$ cat config.mk
export PLATFORM = sky130hd
export DESIGN_NAME = gctl_mul
export DESIGN_NICKNAME = d
export VERILOG_FILES = /design/src/design/gctl_pkg.sv /design/src/design/gctl_mul.sv
export SDC_FILE = /design/constraint.sdc
export NUM_CORES = 2
export LEC_CHECK = 0
export BUFFER_PORTS_ARGS = -buffer_cell sky130_fd_sc_hd__buf_4
export CORE_MARGIN = 3
export CORE_UTILIZATION = 59
export CTS_CLUSTER_SIZE = 25
export DETAILED_ROUTE_END_ITERATION = 10
export GPL_ROUTABILITY_DRIVEN = 0
export HOLD_SLACK_MARGIN = 0.12
export PLACE_DENSITY = 0.76
export SLEW_MARGIN = 0
export SYNTH_ARGS = -nofsm -noshare
export SYNTH_HDL_FRONTEND = slang
export SYNTH_SLANG_ARGS = --single-unit
$ cat constraint.sdc
create_clock -name clock -period 15.3 [get_ports clock]
set_input_delay 2.295 -clock clock [delete_from_list [all_inputs] [get_ports clock]]
set_output_delay 2.295 -clock clock [all_outputs]
set_load 0.005 [all_outputs]
$ cat src/design/gctl_pkg.sv
// Package of the great-circle tour length block: fixed-point types,
// Q30 constants, the arctangent table and the angle reduction function.
// Depends on nothing; every other file imports it.
package gctl_pkg;

   localparam int ANGLE_FRAC_BITS = 16;
   localparam int CORDIC_STEPS = 30;
   localparam int SQRT_STEPS = 32;

   typedef logic signed [23:0] lat_type;
   typedef logic signed [24:0] lon_type;
   typedef logic signed [25:0] ang_type;
   typedef logic [47:0] dist_type;
   typedef logic signed [33:0] q_type;
   typedef logic signed [67:0] prod_type;
   typedef logic [62:0] root_type;
   typedef logic [15:0] radius_type;

   localparam radius_type RADIUS_RESET = 16'd6371;
   localparam q_type Q30_ONE = 34'sd1073741824;
   localparam q_type CORDIC_GAIN_INV = 34'sd652032874;
   localparam q_type DEG_TO_RAD_Q30 = 34'sd18740330;
   localparam q_type HALF_PI_Q30 = 34'sd1686629713;
   localparam dist_type SUM_MAX = 48'hFFFF_FFFF_FFFF;

   localparam logic signed [26:0] FULL_DEG = 27'(360 << ANGLE_FRAC_BITS);
   localparam logic signed [26:0] HALF_DEG = 27'(180 << ANGLE_FRAC_BITS);
   localparam logic signed [26:0] QUARTER_DEG = 27'(90 << ANGLE_FRAC_BITS);

   typedef enum logic [3:0] {
      ST_IDLE, ST_ANG_MUL, ST_ROT_LOAD, ST_ROT, ST_MUL_SS, ST_MUL_CC, ST_MUL_CD,
      ST_CLAMP, ST_MUL_SQ, ST_SQRT_LOAD, ST_SQRT, ST_VEC_LOAD, ST_VEC, ST_MUL_LEG,
      ST_ACC, ST_OUT
   } state_type;

   typedef struct packed {
      logic load;
      logic vector;
      q_type x0;
      q_type y0;
      q_type z0;
   } cordic_ctrl_type;

   typedef struct packed {
      logic flip;
      logic signed [24:0] deg;
   } fold_type;

   function automatic q_type arctan_q30(input logic [4:0] idx);
      q_type r;
      case (idx)
         5'd0: r = 34'sd843314857;
         5'd1: r = 34'sd497837829;
         5'd2: r = 34'sd263043837;
         5'd3: r = 34'sd133525159;
         5'd4: r = 34'sd67021687;
         5'd5: r = 34'sd33543516;
         5'd6: r = 34'sd16775851;
         5'd7: r = 34'sd8388437;
         5'd8: r = 34'sd4194283;
         5'd9: r = 34'sd2097149;
         5'd10: r = 34'sd1048576;
         5'd11: r = 34'sd524288;
         5'd12: r = 34'sd262144;
         5'd13: r = 34'sd131072;
         5'd14: r = 34'sd65536;
         5'd15: r = 34'sd32768;
         5'd16: r = 34'sd16384;
         5'd17: r = 34'sd8192;
         5'd18: r = 34'sd4096;
         5'd19: r = 34'sd2048;
         5'd20: r = 34'sd1024;
         5'd21: r = 34'sd512;
         5'd22: r = 34'sd256;
         5'd23: r = 34'sd128;
         5'd24: r = 34'sd64;
         5'd25: r = 34'sd32;
         5'd26: r = 34'sd16;
         5'd27: r = 34'sd8;
         5'd28: r = 34'sd4;
         5'd29: r = 34'sd2;
         default: r = '0;
      endcase
      return r;
   endfunction

   // Reduces an angle to [-180,180) degrees and folds it into [-90,90].
   // A fold means the cosine has to be negated afterwards.
   function automatic fold_type fold_angle(input ang_type a);
      logic signed [26:0] d;
      fold_type f;
      d = 27'(a);
      if (d >= FULL_DEG) d = d - FULL_DEG;
      if (d < 0) d = d + FULL_DEG;
      if (d < 0) d = d + FULL_DEG;
      if (d >= HALF_DEG) d = d - FULL_DEG;
      f.flip = 1'b0;
      if (d > QUARTER_DEG) begin
         d = HALF_DEG - d;
         f.flip = 1'b1;
      end else if (d < -QUARTER_DEG) begin
         d = -HALF_DEG - d;
         f.flip = 1'b1;
      end
      f.deg = d[24:0];
      return f;
   endfunction

endpackage

$ cat src/design/gctl_mul.sv
// Shared signed multiplier with a registered product.
// Depends on gctl_pkg.
module gctl_mul import gctl_pkg::*; (
   input logic clock,
   input q_type a,
   input q_type b,
   output prod_type p
);
   prod_type p_ff;

   always_ff @(posedge clock) begin
      p_ff <= prod_type'(a) * prod_type'(b);
   end

   assign p = p_ff;
endmodule

==> impl_metrics.py <==
metrics = {
    "run_status": {
        "status": "finished, final reports clean",
    },
    "routing": {
        "routed_wl_mm": 113,
        "antenna_left": 0,
        "vias_per_cell": 5.56,
        "first_pass_iters": 5,
        "drt_iter0_drc": 2262,
        "drc": 0,
        "wl_per_cell_um": 20.7,
        "vias": 30206,
    },
    "setup_path": {
        "path_cells": "buf_4, nand2_1, inv_1, fa_1, fa_1, fa_1, fa_1, fa_1, fa_1, fa_1, inv_1, fa_1, inv_1, ha_1, and2_1, nand2_1, o41ai_1, a31oi_4, o31ai_4, a221oi_2, xnor2_1",
        "arrival_ns": 10.33,
        "crit_required_ns": 15.58,
        "crit_family": "adder cells",
        "crit_fanout": 34,
        "end_kind": "flip-flop",
        "slowest_delay_ns": 1.28,
        "cp-start-kind": "input port",
        "critPathSlowestCell": "fa_1",
        "worst-path-buf-inv": 4,
        "crit_top_cell": "fa_1",
        "critPathKind": "input port to flip-flop",
    },
    "grt": {
        "met2_usage": 0.503,
        "gr-total-overflow": 0,
        "top_usage_layer": "met2",
        "track_usage": 0.313,
        "antenna_found_initial": 2,
        "grt_pass1_vias": 33588,
        "grt_pass1_wl_mm": 186,
        "grt_start_max_net_pins": 35,
        "use_met1": 0.420,
        "grtUsageMet3": 0.0719,
    },
    "synthesis": {
        "ys_seq_area_frac": 0.0316,
        "synth_commonest_cells": "fa_1 (1241), inv_1 (1231), and2_1 (621)",
        "yosys_warnings": 0,
        "synth_ff_type": "dfxtp_1",
        "ys_ff_latch": 68,
        "synth_top_area_share": 0.577,
        "syn_inst": 4554,
        "synth_edf_count": 0,
        "syn_area_um2": 43000,
        "synth_most_common_cell": "fa_1",
        "synth.avg_cell_area_um2": 9.45,
        "synth_cell_type_count": 69,
        "yosys-top-cells-area": "fa_1 (58%), inv_1 (11%), and2_1 (9.0%), ha_1 (5.9%), nand2_1 (4.7%)",
        "synth_top_cell_by_area": "fa_1",
        "synthArstFlopShare": 0,
        "synth_fp_nets": 6068,
    },
    "clock_network": {
        "cts.sinks": 68,
        "cts_buffers": 9,
        "cts-root-buf": "clkbuf_16",
        "cts_hold_buf": 0,
        "clockBufferDepth": 2,
        "cts_resized": 0,
        "path_clk_slew_ns": 0.07,
        "cts_tree": "built",
        "h-tree-depth": 3,
        "postCtsSetupBuffers": 0,
    },
    "sta": {
        "hold_violations": 0,
        "maxSlewViolCount": 0,
        "rsz0062_at_grt": "no",
        "fmax_mhz": 99.5,
        "finalSetupViolCount": 0,
        "worstMarginPinSlew_ns": 1.09,
        "min_period_ns": 10.05,
        "setup_ws_ns": 5.25,
        "fin_setup_tns_ns": 0,
        "slew_headroom": 0.273,
        "timing.hold.ws_ns": 2.38,
        "min_period_over_period": 0.657,
    },
    "finish": {
        "syn2layout_area_growth_pct": 3.87,
        "fillCellCount": 5920,
        "largest_reg_flops": 68,
        "ff_latch_area_um2": 1360,
        "multiInputGateArea_um2": 36100,
        "nNetsFinal": 5992,
        "layout-drive-gt1-share": 0.0422,
    },
    "die": {
        "initial_core_util": 0.599,
        "die_h_um": 276,
        "core_um2": 71900,
        "std_cell_rows": 98,
        "die_x_um": 276,
        "die-area_um2": 76200,
        "ios": 137,
    },
    "place": {
        "place_worst_setup_slack_ns": 4.84,
        "io_buffers": 136,
        "dp.final_hpwl_mm": 86.9,
    },
    "hold_path": {
        "hold_path.class": "input port to flip-flop",
    },
    "flow_run": {
        "cap_viol_max_count": 0,
    },
}
## layout by cell type (no fill, tap or decap), drive strengths merged, types with 2 or more instances in the layout
cell      instances
o31ai             2
fa             1241
nor3              5
o21ai            41
ha              204
o21a              4
a311oi            2
or3               2
a21bo             2
a211oi            7
a31oi            10
nand2           542
clkinvlp          2
buf             141
nor2             56
a21oi            63
o211ai            3
a21o             37
o41ai             6
o21bai           12
and3              8
nand2b           20
diode             4
clkbuf            9
and4              2
nand3            11
xnor2            56
a221oi            4
inv            1235
a211o             3
nand4            11
dfxtp            68
and2            623
a2111o            2
or2               4
nor2b             9
xor2             23
o221ai            2
## layout make-up
cell class | instances | area share
Multi-Input combinational cell | 3026 | 0.809
Antenna cell | 4 | 0.000224
Timing Repair Buffer | 141 | 0.0237
Clock buffer | 9 | 0.00504
Tap cell | 950 | 0.0266
Clock inverter | 7 | 0.00185
Sequential cell | 68 | 0.0305
Inverter | 1232 | 0.103
## metal layers
metal	share of wire	routed length (um)	up-vias
met5	0.000098	11	-
met4	0.046	5200	2
met3	0.10	11600	304
met2	0.47	52900	1581
met1	0.38	43000	15690
li1	-	-	12629
## path summary, 6_finish.rpt
check | cells past startpoint | slack [ns] | endpoint | start
worst min-delay path | 2 | 2.38 | p[0]$_DFF_P_ | b[0]
worst max-delay path | 21 | 5.25 | p[66]$_DFF_P_ | a[33]
## logic make-up (layout without fill, tap and decap cells)
group	after synthesis	after routing	synth area share
compound gates	206	206	0.0335
flops	68	68	0.0316
xor+xnor	79	79	0.0161
buf+inv	1460	1389	0.128
other cells	0	4	0
fa+ha+maj	1445	1445	0.637
simple gates	1296	1296	0.154
## per-stage QoR
stage	instances	instance area [um2]	utilization
floorplan	4554	43000	-
detailed placement	5417	44400	0.618
global placement	5417	44400	0.618
global route	5433	44700	0.622
CTS	5433	44700	0.622
finish	5437	44700	0.622
Power is not shown: default switching activity piles up to over one toggle a cycle in this logic, so the estimate is an artifact.
