--- src/design/gctl_pkg.sv ---
// Package of the great-circle tour length block: fixed-point types,
// Q30 constants, the arctangent table and the angle reduction function.
// Depends on nothing; every other file imports it.
package gctl_pkg;

   localparam int ANGLE_FRAC_BITS = 16;
   localparam int CORDIC_STEPS = 30;
   localparam int SQRT_STEPS = 32;

   typedef logic signed [23:0] lat_type;
   typedef logic signed [24:0] lon_type;
   typedef logic signed [25:0] ang_type;
   typedef logic [47:0] dist_type;
   typedef logic signed [33:0] q_type;
   typedef logic signed [67:0] prod_type;
   typedef logic [62:0] root_type;
   typedef logic [15:0] radius_type;

   localparam radius_type RADIUS_RESET = 16'd6371;
   localparam q_type Q30_ONE = 34'sd1073741824;
   localparam q_type CORDIC_GAIN_INV = 34'sd652032874;
   localparam q_type DEG_TO_RAD_Q30 = 34'sd18740330;
   localparam q_type HALF_PI_Q30 = 34'sd1686629713;
   localparam dist_type SUM_MAX = 48'hFFFF_FFFF_FFFF;

   localparam logic signed [26:0] FULL_DEG = 27'(360 << ANGLE_FRAC_BITS);
   localparam logic signed [26:0] HALF_DEG = 27'(180 << ANGLE_FRAC_BITS);
   localparam logic signed [26:0] QUARTER_DEG = 27'(90 << ANGLE_FRAC_BITS);

   typedef enum logic [3:0] {
      ST_IDLE, ST_ANG_MUL, ST_ROT_LOAD, ST_ROT, ST_MUL_SS, ST_MUL_CC, ST_MUL_CD,
      ST_CLAMP, ST_MUL_SQ, ST_SQRT_LOAD, ST_SQRT, ST_VEC_LOAD, ST_VEC, ST_MUL_LEG,
      ST_ACC, ST_OUT
   } state_type;

   typedef struct packed {
      logic load;
      logic vector;
      q_type x0;
      q_type y0;
      q_type z0;
   } cordic_ctrl_type;

   typedef struct packed {
      logic flip;
      logic signed [24:0] deg;
   } fold_type;

   function automatic q_type arctan_q30(input logic [4:0] idx);
      q_type r;
      case (idx)
         5'd0: r = 34'sd843314857;
         5'd1: r = 34'sd497837829;
         5'd2: r = 34'sd263043837;
         5'd3: r = 34'sd133525159;
         5'd4: r = 34'sd67021687;
         5'd5: r = 34'sd33543516;
         5'd6: r = 34'sd16775851;
         5'd7: r = 34'sd8388437;
         5'd8: r = 34'sd4194283;
         5'd9: r = 34'sd2097149;
         5'd10: r = 34'sd1048576;
         5'd11: r = 34'sd524288;
         5'd12: r = 34'sd262144;
         5'd13: r = 34'sd131072;
         5'd14: r = 34'sd65536;
         5'd15: r = 34'sd32768;
         5'd16: r = 34'sd16384;
         5'd17: r = 34'sd8192;
         5'd18: r = 34'sd4096;
         5'd19: r = 34'sd2048;
         5'd20: r = 34'sd1024;
         5'd21: r = 34'sd512;
         5'd22: r = 34'sd256;
         5'd23: r = 34'sd128;
         5'd24: r = 34'sd64;
         5'd25: r = 34'sd32;
         5'd26: r = 34'sd16;
         5'd27: r = 34'sd8;
         5'd28: r = 34'sd4;
         5'd29: r = 34'sd2;
         default: r = '0;
      endcase
      return r;
   endfunction

   // Reduces an angle to [-180,180) degrees and folds it into [-90,90].
   // A fold means the cosine has to be negated afterwards.
   function automatic fold_type fold_angle(input ang_type a);
      logic signed [26:0] d;
      fold_type f;
      d = 27'(a);
      if (d >= FULL_DEG) d = d - FULL_DEG;
      if (d < 0) d = d + FULL_DEG;
      if (d < 0) d = d + FULL_DEG;
      if (d >= HALF_DEG) d = d - FULL_DEG;
      f.flip = 1'b0;
      if (d > QUARTER_DEG) begin
         d = HALF_DEG - d;
         f.flip = 1'b1;
      end else if (d < -QUARTER_DEG) begin
         d = -HALF_DEG - d;
         f.flip = 1'b1;
      end
      f.deg = d[24:0];
      return f;
   endfunction

endpackage

--- src/design/gctl_cordic.sv ---
// Iterative CORDIC, one micro-rotation per cycle, rotation or vectoring mode.
// Depends on gctl_pkg for the arctangent table and the control struct.
module gctl_cordic import gctl_pkg::*; (
   input logic clock,
   input logic reset,
   input cordic_ctrl_type ctrl,
   output logic done,
   output q_type x,
   output q_type y,
   output q_type z
);
   q_type x_ff, y_ff, z_ff;
   logic [4:0] cnt_ff;
   logic busy_ff, done_ff, vector_ff;
   q_type dx, dy, at;
   logic dir;

   always_comb begin
      dx = y_ff >>> cnt_ff;
      dy = x_ff >>> cnt_ff;
      at = arctan_q30(cnt_ff);
      // Vectoring drives y toward zero, rotation drives z toward zero.
      dir = vector_ff ? !(y_ff > 0) : (z_ff >= 0);
   end

   always_ff @(posedge clock) begin
      if (reset) begin
         busy_ff <= 1'b0;
         done_ff <= 1'b0;
         cnt_ff <= '0;
      end else begin
         done_ff <= 1'b0;
         if (ctrl.load) begin
            busy_ff <= 1'b1;
            cnt_ff <= '0;
         end else if (busy_ff) begin
            cnt_ff <= cnt_ff + 5'd1;
            if (cnt_ff == 5'(CORDIC_STEPS - 1)) begin
               busy_ff <= 1'b0;
               done_ff <= 1'b1;
            end
         end
      end
   end

   always_ff @(posedge clock) begin
      if (ctrl.load) begin
         x_ff <= ctrl.x0;
         y_ff <= ctrl.y0;
         z_ff <= ctrl.z0;
         vector_ff <= ctrl.vector;
      end else if (busy_ff) begin
         if (dir) begin
            x_ff <= x_ff - dx;
            y_ff <= y_ff + dy;
            z_ff <= z_ff - at;
         end else begin
            x_ff <= x_ff + dx;
            y_ff <= y_ff - dy;
            z_ff <= z_ff + at;
         end
      end
   end

   assign done = done_ff;
   assign x = x_ff;
   assign y = y_ff;
   assign z = z_ff;
endmodule

--- config.mk ---
export PLATFORM = sky130hd
export DESIGN_NAME = gctl_cordic
export DESIGN_NICKNAME = d
export VERILOG_FILES = /design/src/design/gctl_pkg.sv /design/src/design/gctl_cordic.sv
export SDC_FILE = /design/constraint.sdc
export NUM_CORES = 1
export LEC_CHECK = 0
export BUFFER_PORTS_ARGS = -buffer_cell sky130_fd_sc_hd__buf_2
export CORE_UTILIZATION = 50
export CTS_CLUSTER_SIZE = 30
export DETAILED_ROUTE_END_ITERATION = 6
export GPL_TIMING_DRIVEN = 0
export PLACE_DENSITY = 0.67
export SLEW_MARGIN = 0
export SYNTH_ARGS = -nofsm -noshare
export SYNTH_HDL_FRONTEND = slang
export SYNTH_SLANG_ARGS = --single-unit
--- constraint.sdc ---
create_clock -name clock -period 20 [get_ports clock]
set_clock_uncertainty 0.2 [all_clocks]
set_input_delay 5 -clock clock [delete_from_list [all_inputs] [get_ports clock]]
set_output_delay 5 -clock clock [all_outputs]
set_load 0.02 [all_outputs]
==> results of run 1 <==
==> sequential cells by signal (all words and copies together) (netlist names) <==
signal and cells:
cnt_ff 5, z 34, x 34, y 34, at 30, busy_ff 1, vector_ff 1, done 1
==> cell type report <==
type                       instances  area [um2]
antenna                            2        5.00
tap                              455         569
clock inverter                    15         159
sequential                       140        3830
fill                            3116       14800
inverter                          58         218
buffer                           116         599
clock buffer                      17         425
multi-input combinational       1706       13100
timing repair buffer             209        1070
==> stage by stage <==
| step | hold WS, ps | instance area, um2 | setup WS (ps) | utilization (%) |
|---|---|---|---|---|
| final | 466 | 20000 | 11160 | 57.5 |
| after global routing | 555 | 19900 | 11000 | 57.5 |
| after CTS | 462 | 19900 | 11150 | 57.5 |
| after detailed placement | 453 | 19400 | 10700 | 55.8 |
| after global placement | 429 | 19300 | 10220 | 55.7 |
| after floorplan | 395 | 17700 | 12240 | - |
==> critical path, cell delays in order, from the launching register on <==
cell and delay (ps):
dfxtp_1 410, buf_6 200, buf_12 170, buf_8 190, buf_2 410, buf_2 370
buf_2 400, mux2i_1 970, o221ai_1 250, nor2_1 310, ha_1 260, nand4_1 420
or3_4 590, nand2_1 90, xor2_1 100, ha_1 440, a21oi_1 150, a21oi_1 230
or3b_2 460, a21oi_1 380, o311ai_0 370, and3_1 270, o31a_1 300, xnor3_1 330
mux2_2 260
==> per-layer routing <==
layer | part of all wire (%) | GRT usage [%] | vias up
li1 | - | - | 8199
met1 | 38 | 52.9 | 9037
met2 | 46 | 69.1 | 1306
met3 | 10 | 10.6 | 266
met4 | 6.3 | 25.4 | 2
met5 | 0.065 | 1.10 | -
==> layout by cell type, fill, tap and decap left out, types with 14 or more instances in the layout <==
master / n
nand4_1: 14
and3_1: 21
mux2_2: 32
xnor2_1: 82
and2_1: 16
xor2_1: 82
nor4_1: 14
buf_4: 14
a22oi_1: 14
buf_2: 226
nand2_1: 226
nand2b_1: 28
o211ai_1: 17
inv_1: 56
a21oi_1: 141
nor3_1: 27
a211oi_1: 22
dfxtp_1: 37
mux2i_1: 42
nand3_1: 37
ha_1: 112
o21bai_1: 14
clkbuf_1: 63
nor2b_1: 17
clkbuf_16: 17
o21ai_0: 173
mux4_2: 89
a31oi_1: 20
nor2_1: 145
a21o_1: 41
o21a_1: 19
o31ai_1: 37
edfxtp_1: 103
==> worst paths after layout <==
path / from / endpoint / cells after the start
setup / recovery: cnt_ff[0] / x[33] / 24
hold reg to reg: busy_ff / done / 3
setup reg to reg: cnt_ff[0] / x[33] / 24
hold / removal: busy_ff / done / 3
==> logic make-up (layout without fill, tap and decap cells) <==
logic type / count (synthesis) / after routing
multiplexers: 171 / 171
buffers and inverters: 174 / 415
flip-flops: 140 / 140
other: 0 / 2
AO/OA/AOI/OAI: 638 / 638
AND/OR/NAND/NOR: 616 / 616
XOR/XNOR: 166 / 166
adder cells (fa/ha/maj): 115 / 115
==> results.tsv, run 1 <==
metric	value	unit
grtUsageTotal	43.3	%
drtAntennaViolNets	0	
syn_inst	2020	
clk_pin_slew	80	ps
synthTopCellsByCount	nand2_1 (226), o21ai_0 (173), nor2_1 (145)	
hold_viol_final	0	
yosys_warnings	0	
post-route-drc-count	1	
yosys-top-cells-area	edfxtp_1 (17%), mux4_2 (11%), ha_1 (7.9%)	
antenna_found_initial	2	
clock_path_buffers	2	
critPathArrivalTime	8850	ps
synth_ff_type	edfxtp_1	
yosys.area.top_type_share	17.5	%
setup_viol	0	
dieArea	36200	um2
die_x	190	um
syn2layout_area_growth	12.6	%
clock_latency	480	ps
slew_violations	0	
grt_pass1_vias	17863	
hold_buffers	0	
crit_type	reg2reg	
vias	18810	
port_buffers	208	
grt_first_pass_wirelength	114	mm
ys_seq_area_share	21.6	%
slew_headroom	5.21	%
grt_max_degree	65	
synth_area_per_cell	8.77	um2
cts-root-buf	clkbuf_16	
final_cells	2718	
synth_compound_area_share	23.3	%
violations	design-rule violations	
period_needed	8840	ps
fin_nets	2469	
core_area	34700	um2
numCtsBuffers	17	
outcome	complete, but fails checks	
post-cts-setup-buffers	0	
cts_tree	yes	
htreeDepth	4	
async_flop_share	0	%
setup_tns	0	ps
max-cap-violations	0	
synth_top_family_by_area	compound AO/OA/AOI/OAI gates	
tightestPinTransition	1420	ps
rsz0062_at_grt	no	
postRouteWirelength	78.9	mm
synth-xor-area-share	8.36	%
syn-num-nets	2241	
dr.pass1.iters	7	
ctsResizeCount	0	
startpoint_type	flop	
synthSimpleGateAreaFrac	17.0	%
vias_per_cell	6.92	
gp_congestion	1.05	
r2r_setup_slack	11160	ps
ys_ff_latch	140	
syn_area	17700	um2
dpl.cell_count	2684	
pin_count	209	
finalCritPeriodShare	44.2	%
num_rows	68	
synth_cell_types	94	
hp-class	reg2reg	
cp_max_fo	10	
grt.overflow.total	0	
initial_core_util	51.1	%
end_kind	flop	
synth_mux_area_share	16.9	%
yosysMostFrequentCell	nand2_1	
crit_required	20010	ps
clock.fmax	113	MHz
synth_edf_count	103	
drt_iter0_drc	2129	
post_drt_wl_per_cell	29.0	um
yosys.area.top_type	edfxtp_1	
clock-sinks	140	
die_y	190	um
dpl.hpwl	60.4	mm
synthAdderAreaFrac	8.25	%
drive_gt1_share	19.4	%
Power of run 1 is not shown: default switching activity piles up to over one toggle a cycle in this logic, so the estimate is an artifact.
==> run 2, diff against run 1 <==
Settings changed: PLACE_DENSITY 0.67 to 0.7.
Clock period 20 ns to 8.1 ns, I/O delays scaled along.
==> run 2 against run 1 <==
  * The flow finishes with violations (max-capacitance violations, max-slew violations)
  * Cell count hardly changed
  * Sequential cell count stayed put
  * First-iteration DRC count is 3.9% lower
  * Via count is 1.2% lower
  * Register-to-register slack worse by 11000 ps
  * Worst setup slack worse by 11000 ps
  * Hold slack better by 4.1 ps
  * Sequential share of layout area hardly changed
  * Wire length is 2.8% lower
  * Final area is 0.20% higher
  * Die area stayed put
==> results.tsv, run 2 (synthesis gave the netlist of run 1 again) <==
metric	value	unit	change
outcome	complete, but fails checks		unchanged
violations	max-capacitance violations, max-slew violations		was design-rule violations
drive_gt1_share	19.6	%	was 19.4%
fin_ws	149	ps	was 11160 ps
slowest_delay	550	ps	was 970 ps
worstPathCellList	buf_2, buf_2, clkbuf_1, clkbuf_2, mux4_2, mux2i_1, a32oi_1, a22oi_1, nand4_1, or3_4, nand2_1, xor2_1, ha_1, a21oi_1, a21oi_1, or3b_2, a21oi_2, o311ai_1, and3_1, o31a_1, xnor3_1, mux2_2		was buf_6, buf_12, buf_8, buf_2, buf_2, buf_2, mux2i_1, o221ai_1, nor2_1, ha_1, nand4_1, or3_4, nand2_1, xor2_1, ha_1, a21oi_1, a21oi_1, or3b_2, a21oi_1, o311ai_0, and3_1, o31a_1, xnor3_1, mux2_2
grt.overflow.total	0		unchanged
r2r_start	cnt_ff[3]		was cnt_ff[0]
reg2reg_depth	22		was 24
cts-root-buf	clkbuf_16		unchanged
reg2reg_to	x[33]		unchanged
vias	18577		was 18810
cts_tree	yes		unchanged
port_buffers	208		unchanged
postRouteWirelength	76.7	mm	was 78.9 mm
clock_path_buffers	2		unchanged
critPathTopFamily	buffers and inverters		was simple AND/OR/NAND/NOR gates
die_y	190	um	unchanged
final_common_cell	nand2_1		
busiest_layer	met2		unchanged
setup_viol	0		unchanged
holdWs	470	ps	was 466 ps
grt_pass1_vias	17586		was 17863
critPathArrivalTime	7970	ps	was 8850 ps
finalCritPeriodShare	98.2	%	was 44.2%
min_from	busy_ff		unchanged
grt_first_pass_wirelength	111	mm	was 114 mm
clock.fmax	126	MHz	was 113 MHz
dr.pass1.iters	6		was 7
vias_per_cell	6.84		was 6.92
slew_headroom	-0.0501	%	was 5.21%
post-cts-setup-buffers	0		unchanged
worstHoldPathCells	3		unchanged
place_area	19400	um2	unchanged
end_kind	flop		unchanged
hp-class	reg2reg		unchanged
mostFrequentLayoutCells	nand2_1 (226), buf_2 (223), o21ai_0 (173), nor2_1 (145), a21oi_1 (140)		was buf_2 (226), nand2_1 (226), o21ai_0 (173), nor2_1 (145), a21oi_1 (141)
grt_max_degree	63		was 65
post-place-ws	-5.78	ps	was 10700 ps
slew_violations	10		was 0
core_area	34700	um2	unchanged
clock-sinks	140		unchanged
finalInstanceArea	20000	um2	about the same
tightestPinTransition	1500	ps	was 1420 ps
antenna_found_initial	1		was 2
path_buf_inv	4		was 6
post-route-drc-count	0		was 1
max-cap-violations	1		was 0
pin_count	209		unchanged
crit_type	reg2reg		unchanged
met3_usage	7.18	%	was 10.6%
drtAntennaViolNets	0		unchanged
die_x	190	um	unchanged
crit_required	8120	ps	was 20010 ps
syn2layout_area_growth	12.8	%	was 12.6%
grtUsageTotal	41.9	%	was 43.3%
critPathLaunch	cnt_ff[3]		was cnt_ff[0]
r2r_setup_slack	150	ps	was 11160 ps
num_rows	68		unchanged
grtUsageMet2	66.2	%	was 69.1%
slowest_stage	clkbuf_1		was mux2i_1
cp_max_fo	10		unchanged
setup_tns	0	ps	unchanged
fin_nets	2468		was 2469
dieArea	36200	um2	unchanged
hold_viol_final	0		unchanged
numCtsBuffers	17		unchanged
clock_latency	470	ps	was 480 ps
gp_congestion	1.08		was 1.05
min_to	done		unchanged
clk_pin_slew	70	ps	was 80 ps
period_needed	7950	ps	was 8840 ps
rsz0062_at_grt	no		unchanged
htreeDepth	4		unchanged
drt_iter0_drc	2046		was 2129
post_drt_wl_per_cell	28.2	um	was 29.0 um
dpl.hpwl	58.7	mm	was 60.4 mm
initial_core_util	51.1	%	unchanged
startpoint_type	flop		unchanged
grtUsageMet1	52.7	%	was 52.9%
-- run 2: cell types whose count changed in the layout (fill, tap and decap cells not counted), moves of 2 or more --
cell,before,now
clkbuf_4,0,3
inv_8,3,0
mux2i_1,42,40
clkbuf_16,17,20
clkinv_2,0,4
buf_2,226,223
clkinvlp_4,3,1
-- run 2: what timing repair did --
item / in CTS / in global routing
hold buffers: 0 / 0
endpoints found under the setup margin: 1 / 10
resized for setup: 2 / 10
-- run 2: metal layers --
layer  up-vias  part of all wire, %  routed length, um
met2      1165                   45              34600
met5         -                    0                  0
li1       8190                    -                  -
met1      8990                   38              29400
met4         0                  7.0               5380
met3       232                  9.6               7350
-- run 2: metrics by stage --
step                      util (%)  std cells
final                         57.6       2717
after global routing          57.6       2715
after CTS                     57.5       2716
after detailed placement      55.8       2684
after global placement        55.7       2683
after floorplan                  -       2020
-- run 2: layout make-up --
type	instances	area, um2
multi-input combinational	1706	13100
tap	455	569
timing repair buffer	209	1070
buffer	115	603
clock inverter	11	77.6
sequential	140	3830
fill	3205	14700
inverter	58	218
clock buffer	21	504
antenna	2	5.00
-- run 2: worst max-delay path by stage --
| stage | cells after the start | end | slack, ps |
|---|---|---|---|
| after floorplan | 24 | x[33] | 1840 |
| after global placement | 24 | x[33] | 4 |
| after detailed placement | 24 | x[33] | -6 |
| after CTS | 21 | x[33] | 20 |
| after global routing | 24 | x[33] | 20 |
| final | 22 | x[33] | 150 |
-- run 2: tightest hold or removal path, cell delays in order (launching register included) --
cell and delay [ps]:
dfxtp_1 300, clkbuf_1 190, nand2_1 100, nor2_1 40
Power of run 2 is left out for the same reason.
