$ cat src/design/gctl_pkg.sv
// Package of the great-circle tour length block: fixed-point types,
// Q30 constants, the arctangent table and the angle reduction function.
// Depends on nothing; every other file imports it.
package gctl_pkg;

   localparam int ANGLE_FRAC_BITS = 16;
   localparam int CORDIC_STEPS = 30;
   localparam int SQRT_STEPS = 32;

   typedef logic signed [23:0] lat_type;
   typedef logic signed [24:0] lon_type;
   typedef logic signed [25:0] ang_type;
   typedef logic [47:0] dist_type;
   typedef logic signed [33:0] q_type;
   typedef logic signed [67:0] prod_type;
   typedef logic [62:0] root_type;
   typedef logic [15:0] radius_type;

   localparam radius_type RADIUS_RESET = 16'd6371;
   localparam q_type Q30_ONE = 34'sd1073741824;
   localparam q_type CORDIC_GAIN_INV = 34'sd652032874;
   localparam q_type DEG_TO_RAD_Q30 = 34'sd18740330;
   localparam q_type HALF_PI_Q30 = 34'sd1686629713;
   localparam dist_type SUM_MAX = 48'hFFFF_FFFF_FFFF;

   localparam logic signed [26:0] FULL_DEG = 27'(360 << ANGLE_FRAC_BITS);
   localparam logic signed [26:0] HALF_DEG = 27'(180 << ANGLE_FRAC_BITS);
   localparam logic signed [26:0] QUARTER_DEG = 27'(90 << ANGLE_FRAC_BITS);

   typedef enum logic [3:0] {
      ST_IDLE, ST_ANG_MUL, ST_ROT_LOAD, ST_ROT, ST_MUL_SS, ST_MUL_CC, ST_MUL_CD,
      ST_CLAMP, ST_MUL_SQ, ST_SQRT_LOAD, ST_SQRT, ST_VEC_LOAD, ST_VEC, ST_MUL_LEG,
      ST_ACC, ST_OUT
   } state_type;

   typedef struct packed {
      logic load;
      logic vector;
      q_type x0;
      q_type y0;
      q_type z0;
   } cordic_ctrl_type;

   typedef struct packed {
      logic flip;
      logic signed [24:0] deg;
   } fold_type;

   function automatic q_type arctan_q30(input logic [4:0] idx);
      q_type r;
      case (idx)
         5'd0: r = 34'sd843314857;
         5'd1: r = 34'sd497837829;
         5'd2: r = 34'sd263043837;
         5'd3: r = 34'sd133525159;
         5'd4: r = 34'sd67021687;
         5'd5: r = 34'sd33543516;
         5'd6: r = 34'sd16775851;
         5'd7: r = 34'sd8388437;
         5'd8: r = 34'sd4194283;
         5'd9: r = 34'sd2097149;
         5'd10: r = 34'sd1048576;
         5'd11: r = 34'sd524288;
         5'd12: r = 34'sd262144;
         5'd13: r = 34'sd131072;
         5'd14: r = 34'sd65536;
         5'd15: r = 34'sd32768;
         5'd16: r = 34'sd16384;
         5'd17: r = 34'sd8192;
         5'd18: r = 34'sd4096;
         5'd19: r = 34'sd2048;
         5'd20: r = 34'sd1024;
         5'd21: r = 34'sd512;
         5'd22: r = 34'sd256;
         5'd23: r = 34'sd128;
         5'd24: r = 34'sd64;
         5'd25: r = 34'sd32;
         5'd26: r = 34'sd16;
         5'd27: r = 34'sd8;
         5'd28: r = 34'sd4;
         5'd29: r = 34'sd2;
         default: r = '0;
      endcase
      return r;
   endfunction

   // Reduces an angle to [-180,180) degrees and folds it into [-90,90].
   // A fold means the cosine has to be negated afterwards.
   function automatic fold_type fold_angle(input ang_type a);
      logic signed [26:0] d;
      fold_type f;
      d = 27'(a);
      if (d >= FULL_DEG) d = d - FULL_DEG;
      if (d < 0) d = d + FULL_DEG;
      if (d < 0) d = d + FULL_DEG;
      if (d >= HALF_DEG) d = d - FULL_DEG;
      f.flip = 1'b0;
      if (d > QUARTER_DEG) begin
         d = HALF_DEG - d;
         f.flip = 1'b1;
      end else if (d < -QUARTER_DEG) begin
         d = -HALF_DEG - d;
         f.flip = 1'b1;
      end
      f.deg = d[24:0];
      return f;
   endfunction

endpackage

$ cat src/design/gctl_isqrt.sv
// Iterative integer square root, one result bit per cycle.
// Depends on gctl_pkg.
module gctl_isqrt import gctl_pkg::*; (
   input logic clock,
   input logic reset,
   input logic load,
   input root_type op_in,
   output logic done,
   output q_type root
);
   root_type op_ff, res_ff, bit_ff, trial;
   logic [4:0] cnt_ff;
   logic busy_ff, done_ff;

   assign trial = res_ff + bit_ff;

   always_ff @(posedge clock) begin
      if (reset) begin
         busy_ff <= 1'b0;
         done_ff <= 1'b0;
         cnt_ff <= '0;
      end else begin
         done_ff <= 1'b0;
         if (load) begin
            busy_ff <= 1'b1;
            cnt_ff <= '0;
         end else if (busy_ff) begin
            cnt_ff <= cnt_ff + 5'd1;
            if (cnt_ff == 5'(SQRT_STEPS - 1)) begin
               busy_ff <= 1'b0;
               done_ff <= 1'b1;
            end
         end
      end
   end

   always_ff @(posedge clock) begin
      if (load) begin
         op_ff <= op_in;
         res_ff <= '0;
         bit_ff <= {1'b1, 62'd0};
      end else if (busy_ff) begin
         if (op_ff >= trial) begin
            op_ff <= op_ff - trial;
            res_ff <= (res_ff >> 1) + bit_ff;
         end else begin
            res_ff <= res_ff >> 1;
         end
         bit_ff <= bit_ff >> 2;
      end
   end

   assign done = done_ff;
   assign root = q_type'(res_ff[32:0]);
endmodule

$ cat config.mk
export PLATFORM = sky130hd
export DESIGN_NAME = gctl_isqrt
export DESIGN_NICKNAME = d
export VERILOG_FILES = /design/src/design/gctl_pkg.sv /design/src/design/gctl_isqrt.sv
export SDC_FILE = /design/constraint.sdc
export NUM_CORES = 1
export LEC_CHECK = 0
export ABC_AREA = 0
export BUFFER_PORTS_ARGS = -buffer_cell sky130_fd_sc_hd__buf_2
export CORE_MARGIN = 2
export CORE_UTILIZATION = 53
export CTS_BUF_LIST = sky130_fd_sc_hd__clkbuf_8
export DETAILED_ROUTE_END_ITERATION = 16
export GPL_ROUTABILITY_DRIVEN = 0
export PLACE_DENSITY = 0.86
export SYNTH_ARGS = -nofsm -noshare
export SYNTH_HDL_FRONTEND = slang
export SYNTH_SLANG_ARGS = --single-unit
$ cat constraint.sdc
create_clock -name clock -period 9.2 [get_ports clock]
set_input_delay 0.46 -clock clock [delete_from_list [all_inputs] [get_ports clock]]
set_output_delay 0.46 -clock clock [all_outputs]
set_load 0.01 [all_outputs]
==> results of run 1 <==
==> final cells by class <==
| class | instances | share of cell area |
|---|---|---|
| clock inverter | 15 | 0.0110 |
| multi-input combinational | 1568 | 0.651 |
| sequential | 165 | 0.247 |
| clock buffer | 17 | 0.0147 |
| tap | 378 | 0.0297 |
| timing repair buffer | 108 | 0.0357 |
| inverter | 46 | 0.0108 |
==> logic make-up after synthesis <==
kind of cell | synth area share
xor gates and xnor gates | 0.0966
AOI/OAI and AO/OA | 0.270
buffers and inverters | 0.0555
DFF | 0.260
adders and majority gates | 0.108
muxes | 0.0290
other | 0.000248
and+or+nand+nor | 0.181
==> per-layer routing <==
layer | track usage | vias up | part of all wire
li1 | - | 7022 | -
met3 | 0.0488 | 132 | 0.084
met1 | 0.350 | 6869 | 0.43
met2 | 0.446 | 795 | 0.45
met4 | 0.120 | 0 | 0.036
met5 | 0 | - | 0
==> per-stage QoR <==
stage | worst slack (ns) | utilization | power [uW]
global placement | 2.25 | 0.556 | 3480
floorplan | 0.952 | - | 3010
finish | 1.64 | 0.571 | 4210
detailed placement | 1.96 | 0.556 | 3570
CTS | 1.87 | 0.571 | 4140
global route | 1.12 | 0.571 | 4480
==> power by group <==
| group | total (uW) | internal, uW | switching [uW] |
|---|---|---|---|
| registers | 1150 | 991 | 158 |
| logic | 2500 | 947 | 1550 |
| clock network | 565 | 249 | 316 |
| total | 4210 | 2190 | 2030 |
==> flip-flops by register name, summed over array words and instances, names as in the netlist <==
signal   cells
op_ff       63
res_ff      63
bit_ff      32
cnt_ff       5
busy_ff      1
done         1
==> worst paths after layout <==
kind,slack [ns],to,start
setup / recovery,1.64,res_ff[60],res_ff[6]
hold / removal,0.11,busy_ff,reset
setup reg to reg,1.64,res_ff[60],res_ff[6]
hold reg to reg,0.51,cnt_ff[3],cnt_ff[3]
==> synthesized netlist by cell type, types with 21 or more instances <==
master / count / area share
a211oi_1: 45 / 0.022
a21o_1: 48 / 0.024
a21oi_1: 124 / 0.041
a31oi_1: 59 / 0.024
and3_1: 21 / 0.0087
buf_4: 35 / 0.017
clkbuf_1: 90 / 0.022
dfxtp_1: 102 / 0.13
edfxtp_1: 63 / 0.12
ha_1: 129 / 0.11
inv_1: 46 / 0.011
mux2i_1: 36 / 0.024
nand2_1: 208 / 0.052
nand3_1: 41 / 0.014
nand4_1: 34 / 0.014
nor2_1: 175 / 0.043
nor3_1: 29 / 0.0096
o21ai_0: 157 / 0.052
o21bai_1: 40 / 0.020
o31ai_1: 24 / 0.012
xnor2_1: 76 / 0.044
xor2_1: 91 / 0.053
==> run metrics, run 1 <==
run status finished clean; Critical-path top delay cell o41ai_1; layout net count 2102; via count between 10000 and 15000; Fin. Hold Viols 0; skew final ~0.032 ns; RSZ-0062 raised after global routing no; Most used DFF post-synth dfxtp_1; cell family with most CP delay compound AO/OA/AOI/OAI gates; worst hold-check path type primary input to flop; fmax 0.132 GHz; Reg area ~4000 um^2; Mapped Area ~15000 um^2; fillers 2511; first-pass GRT wire length approximately 68 mm; clk_lat worst skew 0.51 ns; most frequent cells in the layout 208 x nand2_1, 175 x nor2_1, 156 x o21ai_0; Yosys Warn Count 0; post-synthesis sequential area ratio 0.260; Synth Instances ~1900; Mapped Avg Cell Area 7.90 um^2; Total Wirelength 42.1 mm; period utilization 0.822; drt drc 0; diode count 0; Final TNS setup 0 ns; Hold Path Cell Cnt 2; dpl cells ~2300; clk sinks 165; multi-input logic area 10400 um^2; Initial DRC Count 1888; layout cells sized above 1 0.0938; CTS buffer count 17; async set-reset flop share out of synthesis 0; Clock transition at path regs between 0.1 and 0.15 ns; I/O Buffers 99; crit path kind flop to flop; Max-slew headroom 0.357; total of max-cap violations 0; DRT antenna net count 0; hpwl dp 31.2 mm; Initial Util 0.542; crit path cell chain ha_1 -> and4_1 -> a311oi_1 -> o41ai_1 -> a22oi_1 -> o21ai_0 -> a21bo_2 -> a21oi_1 -> o31ai_1 -> nand2_1 -> xor2_1 -> ha_1 -> and2_1 -> nand3_1 -> nor3_1 -> nand4_1 -> o21ai_0 -> a31o_2 -> or2_2 -> o21ai_0 -> a221oi_1; Syn Nets 2113; post-DR vias/cell 6.45; Reg2Reg Depth 21; Setup crit start kind flop; chip width ~170 um; first drt pass iteration count 7; Max stage delay on crit path 0.91 ns; Tightest Pin Transition 0.952 ns; initial antenna violation count 0; max-slew violation count 0; routed length per instance 18.3 um; Yosys cell types 79; cts repair resizes 0; final worst path period need 7.56 ns; Worst EP arrival 7.97 ns; die area 29900 um^2; WP depth 21; largest net degree at the start of global routing 90; number of flops mapped to enable cells by yosys 63; Lkg Pwr 0.00631 uW; register bit total from synthesis 165; # hold bufs at CTS 0; worst-path fanout max 38; Die Ht 173 um; CTS tree yes; vias in the first global route approximately 14000; synth-to-layout area growth 5.32%; I/O pin cnt 101; most common cell after layout, fill and taps aside nand2_1; Overflow after GRT 0; number of H-tree levels 4; buffer count from post-CTS setup fixing 0; Clock Tree Buf Depth 2; Root Driver clkbuf_8; Critical Path RT 9.61 ns; hold slack final between 0.1 and 0.15 ns; Worst VDD drop 0.179 mV; row cnt 61; PwrDens 264 nW/um^2; count of final setup violators 0; cell mode on critical path o21ai_0; DP Area 15500 um^2; CORE AREA 27900 um^2; GR Util All Layers 0.272; CP endpoint kind flop; Non-Filler Instances 2297; Post-Layout Inst Area 16000 um^2; Critical path buffers and inverters 0
Power figures use the tool's default switching activity.
==> run 2, diff against run 1 <==
Settings changed: PLACE_DENSITY 0.86 to 0.83.
Clock period 9.2 ns to 7.3 ns, I/O delays scaled along.
==> run 2 against run 1 <==
- largest power group unchanged
- fmax up 8.2%
- worst hold slack worse by 0.013 ns
- final cell count up 1.0%
- final area up 1.2%
- count of clock-buffer cells in the layout unchanged
- first-iteration DRC count down 5.0%
- utilization up 0.67 points
- sequential power up 24%
- critical path depth up 2
==> run metrics, run 2 (synthesis gave the netlist of run 1 again) <==
drt drc 0 (unchanged); dpl cells 2287 (+0.97%); FF-to-FF Start bit_ff[0]; initial antenna violation count 0 (unchanged); row cnt 61 (unchanged); run status finished clean; layout cells sized above 1 0.106 (+0.0118); I/O Buffers 99 (unchanged); Global Route met2 Usage 0.458 (+0.0123); buffer count from post-CTS setup fixing 0 (unchanged); fmax 0.143 GHz (+8.2%); Worst EP arrival 7.39 ns (-0.58 ns); CTS tree yes; crit path kind flop to flop; Non-Filler Instances 2320 (+1.0%); Initial Util 0.542 (unchanged); Worst VDD drop 0.210 mV (+17%); clk_lat worst skew 0.52 ns (about the same); worst-path fanout max 15 (-61%); Initial DRC Count 1793 (-5.0%); vias in the first global route 13800 (-0.57%); largest registers op_ff (63), res_ff (63), bit_ff (32); most frequent cells in the layout 208 x nand2_1, 175 x nor2_1, 154 x o21ai_0; hpwl dp 31.9 mm (+1.9%); DRT antenna net count 0 (unchanged); skew final 0.0350 ns (+0.00265 ns); I/O pin cnt 101 (unchanged); Root Driver clkbuf_8; chip width 173 um (unchanged); worst hold-check path type primary input to flop; CORE AREA 27900 um^2 (unchanged); routed length per instance 18.3 um (about the same); synth-to-layout area growth 6.56%; hold wc startpoint op_in[29]; number of H-tree levels 4 (unchanged); Die Ht 173 um (unchanged); Crit. Startpoint bit_ff[0]; post-DR vias/cell 6.39 (-0.90%); first drt pass iteration count 5 (-2); via count 14800 (+0.088%); Max-slew headroom 0.359 (+0.00154); GR Util All Layers 0.278 (+0.00584); GR Layer Usage met3 0.0504 (+0.00154); total of max-cap violations 0 (unchanged); Fin. Hold Viols 0 (unchanged); PwrDens 329 nW/um^2 (+25%); met1 Use GR 0.368 (+0.0181); largest net degree at the start of global routing 87 (-3.3%); clk sinks 165 (unchanged); period utilization 0.957 (+0.135); Setup crit start kind flop; most common cell after layout, fill and taps aside nand2_1; Clock transition at path regs 0.13 ns (+0.02 ns); first-pass GRT wire length 69.7 mm (+2.4%); CTS buffer count 17 (unchanged); Lkg Pwr 0.00642 uW (+1.7%); GRT busiest layer met2; Core Util, Final 0.578 (+0.00672); Total Wirelength 42.5 mm (+0.93%); Tightest Pin Transition 0.962 ns (+0.0101 ns); max-slew violation count 0 (unchanged); Overflow after GRT 0 (unchanged); diode count 0 (unchanged); Clock Tree Buf Depth 2 (unchanged); CP endpoint kind flop; layout net count 2125 (+1.1%); Critical Path RT 7.71 ns (-1.90 ns); count of final setup violators 0 (unchanged); final worst path period need 6.98 ns (-0.575 ns); RSZ-0062 raised after global routing no; die area 29900 um^2 (unchanged)
==> run 2: per-stage QoR <==
step	total power, uW	setup WS [ns]	hold WS, ns	TNS, ns	cell area, um^2
global route	5670	0.0387	0.124	0	16100
CTS	5240	0.165	0.0860	0	16100
finish	5320	0.316	0.0940	0	16100
global placement	4450	0.228	0.486	0	15700
floorplan	3790	0.260	0.437	0	15100
detailed placement	4540	-0.00508	0.498	-0.0554	15700
==> run 2: final cells by class <==
cell class	count	area, um^2
sequential	165	3940
tap	378	473
multi-input combinational	1568	10400
timing repair buffer	131	769
inverter	46	173
clock inverter	15	148
clock buffer	17	234
fill	2503	11800
==> run 2: power breakdown <==
group | internal, uW | switching [uW] | total [uW]
Sequential | 1250 | 185 | 1430
Combinational | 1250 | 1960 | 3210
Clock | 251 | 419 | 669
==> run 2: what timing repair did <==
item	in CTS	in global routing
endpoints found under the hold margin	1	0
gates resized for setup	1	4
hold buffers	1	0
endpoints found under the setup margin	64	120
==> run 2: routing by layer <==
layer / vias to the layer above / share of wire
met3: 115 / 0.087
met4: 0 / 0.026
met2: 750 / 0.46
met5: - / 0
li1: 7071 / -
met1: 6895 / 0.43
==> run 2: path summary, 6_finish.rpt <==
check,end,slack (ns),cells past startpoint
setup / recovery,res_ff[60],0.32,23
hold / removal,op_ff[29],0.09,3
setup reg to reg,res_ff[60],0.32,23
hold reg to reg,res_ff[0],0.52,2
==> run 2: worst max-delay path, cell delays in order, from the launching register on <==
cell	delay, ns
dfxtp_1	0.35
ha_1	0.21
ha_1	0.22
a211o_1	0.36
a311oi_1	0.44
o41ai_1	0.15
buf_4	0.17
a21oi_1	0.18
o21ai_0	0.19
a31o_2	0.34
a21oi_2	0.27
nor2_1	0.15
mux2i_1	0.13
a2111oi_0	0.49
ha_1	0.32
nand3_1	0.29
nor4_2	0.59
nand4_1	0.33
o21ai_1	0.44
a31o_2	0.28
or2_2	0.31
buf_4	0.28
o21ai_0	0.11
a221oi_1	0.28
==> run 3, diff against run 2 <==
Settings changed: CTS_BUF_LIST sky130_fd_sc_hd__clkbuf_8 to unset.
==> run 3 against run 2 <==
- sequential share of layout area is 0.27 points lower
- sequential power hardly changed
- non-clock buffer count is 1 lower
- die area stayed put
- flip-flop and latch count stayed put
- final area is 1.1% higher
- register-to-register slack worse by 0.08 ns
- worst hold slack worse by 0.029 ns
- clock skew is 0.0087 ns lower
- combinational power hardly changed
- critical endpoint unchanged
- highest routed layer unchanged
==> run metrics, run 3 (synthesis gave the netlist of run 1 again) <==
CP endpoint kind flop; drt drc 0 (unchanged); diode count 0 (unchanged); sequential share of power 0.259 (-0.011); crit path cell chain ha_1 -> and4_1 -> a311oi_1 -> o41ai_1 -> buf_4 -> a22oi_1 -> o21ai_0 -> a21bo_2 -> a21oi_1 -> o31a_1 -> o41ai_1 -> xnor2_1 -> ha_1 -> nand3_1 -> nor4_2 -> nand4_1 -> o21ai_1 -> a31o_2 -> or2_2 -> buf_4 -> o21ai_0 -> a221oi_1; Hold Path Cell Cnt 2 (-1); Pint 2950 uW (+7.4%); Fin. Hold Viols 0 (unchanged); hpwl dp 31.9 mm (unchanged); Post-Layout Inst Area 16300 um^2 (+1.1%); PwrDens 340 nW/um^2 (+3.3%); most common cell after layout, fill and taps aside nand2_1; Overflow after GRT 0 (unchanged); via count 14900 (+0.27%); FF-to-FF Start res_ff[6]; hold wc startpoint reset; Reg2Reg Depth 22 (-4.3%); first-pass GRT wire length 69.9 mm (+0.28%); Core Util, Final 0.584 (+0.00650); Setup crit start kind flop; most frequent cells in the layout 208 x nand2_1, 175 x nor2_1, 155 x o21ai_0; Critical Path RT 7.66 ns (-0.05 ns); Clock transition at path regs 0.07 ns (-0.06 ns); GR Util All Layers 0.279 (+0.00105); hold endpoint busy_ff; Pwr Total 5550 uW (+4.5%); largest registers op_ff (63), res_ff (63), bit_ff (32); final worst path period need 7.06 ns (+0.0757 ns); Switching Fraction 0.468 (-0.0143); Initial Util 0.542 (unchanged); Worst VDD drop 0.215 mV (+2.1%); I/O Buffers 99 (unchanged); initial antenna violation count 0 (unchanged); fmax 0.142 GHz (-1.1%); skew final 0.0263 ns (-0.00868 ns); NetSw 2600 uW (+1.4%); CTS tree yes; layout net count 2124 (-0.047%); routed length per instance 18.5 um (+1.0%); I/O pin cnt 101 (unchanged); Worst EP arrival 7.42 ns (+0.03 ns); crit path kind flop to flop; # hold bufs at CTS 0 (-1); RSZ-0062 raised after global routing no; CORE AREA 27900 um^2 (unchanged); clk sinks 165 (unchanged); vias in the first global route 13900 (+1.0%); largest net degree at the start of global routing 87 (unchanged); run status finished clean; DP Area 15700 um^2 (unchanged); Max stage delay on crit path 0.55 ns (-0.04 ns); first drt pass iteration count 7 (+2); CTS buffer count 17 (unchanged); Total Wirelength 42.9 mm (+0.99%); Max-slew headroom 0.355 (-0.00353); die area 29900 um^2 (unchanged); post-DR vias/cell 6.41 (+0.31%); Die Ht 173 um (unchanged); proportion of power drawn by combinational gates 0.579 (-0.025); chip width 173 um (unchanged); Root Driver clkbuf_16; DRT antenna net count 0 (unchanged); clk_lat worst skew 0.47 ns (-0.05 ns); synth-to-layout area growth 7.76%; Lkg Pwr 0.00650 uW (+1.2%); row cnt 61 (unchanged); Clock Tree Buf Depth 2 (unchanged); layout cells sized above 1 0.106 (about the same); count of final setup violators 0 (unchanged); Critical-path top delay cell nor4_2; Tightest Pin Transition 0.967 ns (+0.00529 ns); max-slew violation count 0 (unchanged); worst hold-check path type primary input to flop; period utilization 0.967 (+0.0104); Initial DRC Count 1899 (+5.9%); r2r endpoint res_ff[60]; number of H-tree levels 4 (unchanged); clock power share 0.163 (+0.037); total of max-cap violations 0 (unchanged); R2R Setup Slk 0.24 ns (-0.08 ns); worst-path fanout max 15 (unchanged)
run 3: per-stage QoR:
stage / setup TNS, ns / setup WS, ns / instances / hold slack, ns
after CTS: 0 / 0.180 / 2319 / 0.0605
after global routing: 0 / 0.0101 / 2319 / 0.0605
after detailed placement: -0.0554 / -0.00508 / 2287 / 0.498
after global placement: 0 / 0.228 / 2287 / 0.486
final: 0 / 0.240 / 2319 / 0.0655
after floorplan: 0 / 0.260 / 1917 / 0.437
run 3: worst max-delay path by stage:
stage                     startpoint    endpoint  slack (ns)  cells past startpoint
after floorplan            res_ff[6]    op_ff[0]        0.26                     22
after global placement     res_ff[0]   op_ff[34]        0.23                     22
after detailed placement   bit_ff[0]   op_ff[34]      -0.005                     22
after CTS                  bit_ff[0]  res_ff[26]        0.18                     23
after global routing       res_ff[6]  res_ff[60]        0.01                     22
final                      res_ff[6]  res_ff[60]        0.24                     22
run 3: metal layers:
layer	global-route usage	vias to the layer above	wire length [um]	share of wire
met5	0	-	0	0
met4	0.0922	0	1150	0.027
met3	0.0512	116	3630	0.084
met2	0.465	772	19800	0.46
met1	0.364	6916	18300	0.43
li1	-	7067	-	-
run 3: final cells by class:
| class | instances | area [um^2] |
|---|---|---|
| well taps | 378 | 473 |
| multi-input cells | 1568 | 10400 |
| clock inverters | 14 | 144 |
| repair buffers | 130 | 759 |
| flip-flops and latches | 165 | 3940 |
| inverters | 46 | 173 |
| clock buffers | 18 | 429 |
| fillers | 2459 | 11600 |
run 3: power by group through the flow:
stage	clock network, uW	registers [uW]	logic (uW)
finish	903	1440	3220
global placement	0	1440	3010
detailed placement	0	1440	3100
CTS	906	1430	3140
global route	941	1450	3510
floorplan	0	1370	2420
run 3: what timing repair did:
action                                  CTS  global route
hold endpoints to repair                  0             0
buffers inserted                          0             0
endpoints found under the setup margin   64           116
gates resized for setup                   1             3
run 3: worst max-delay path: cells and delay by family, from the launching register on:
family                     cells  cell delay (ns)
and+or+nand+nor                5             1.75
AOI/OAI and AO/OA             12             3.40
adders and majority gates      2             0.76
xor gates and xnor gates       1             0.17
buffers and inverters          2             0.47
DFF                            1             0.40
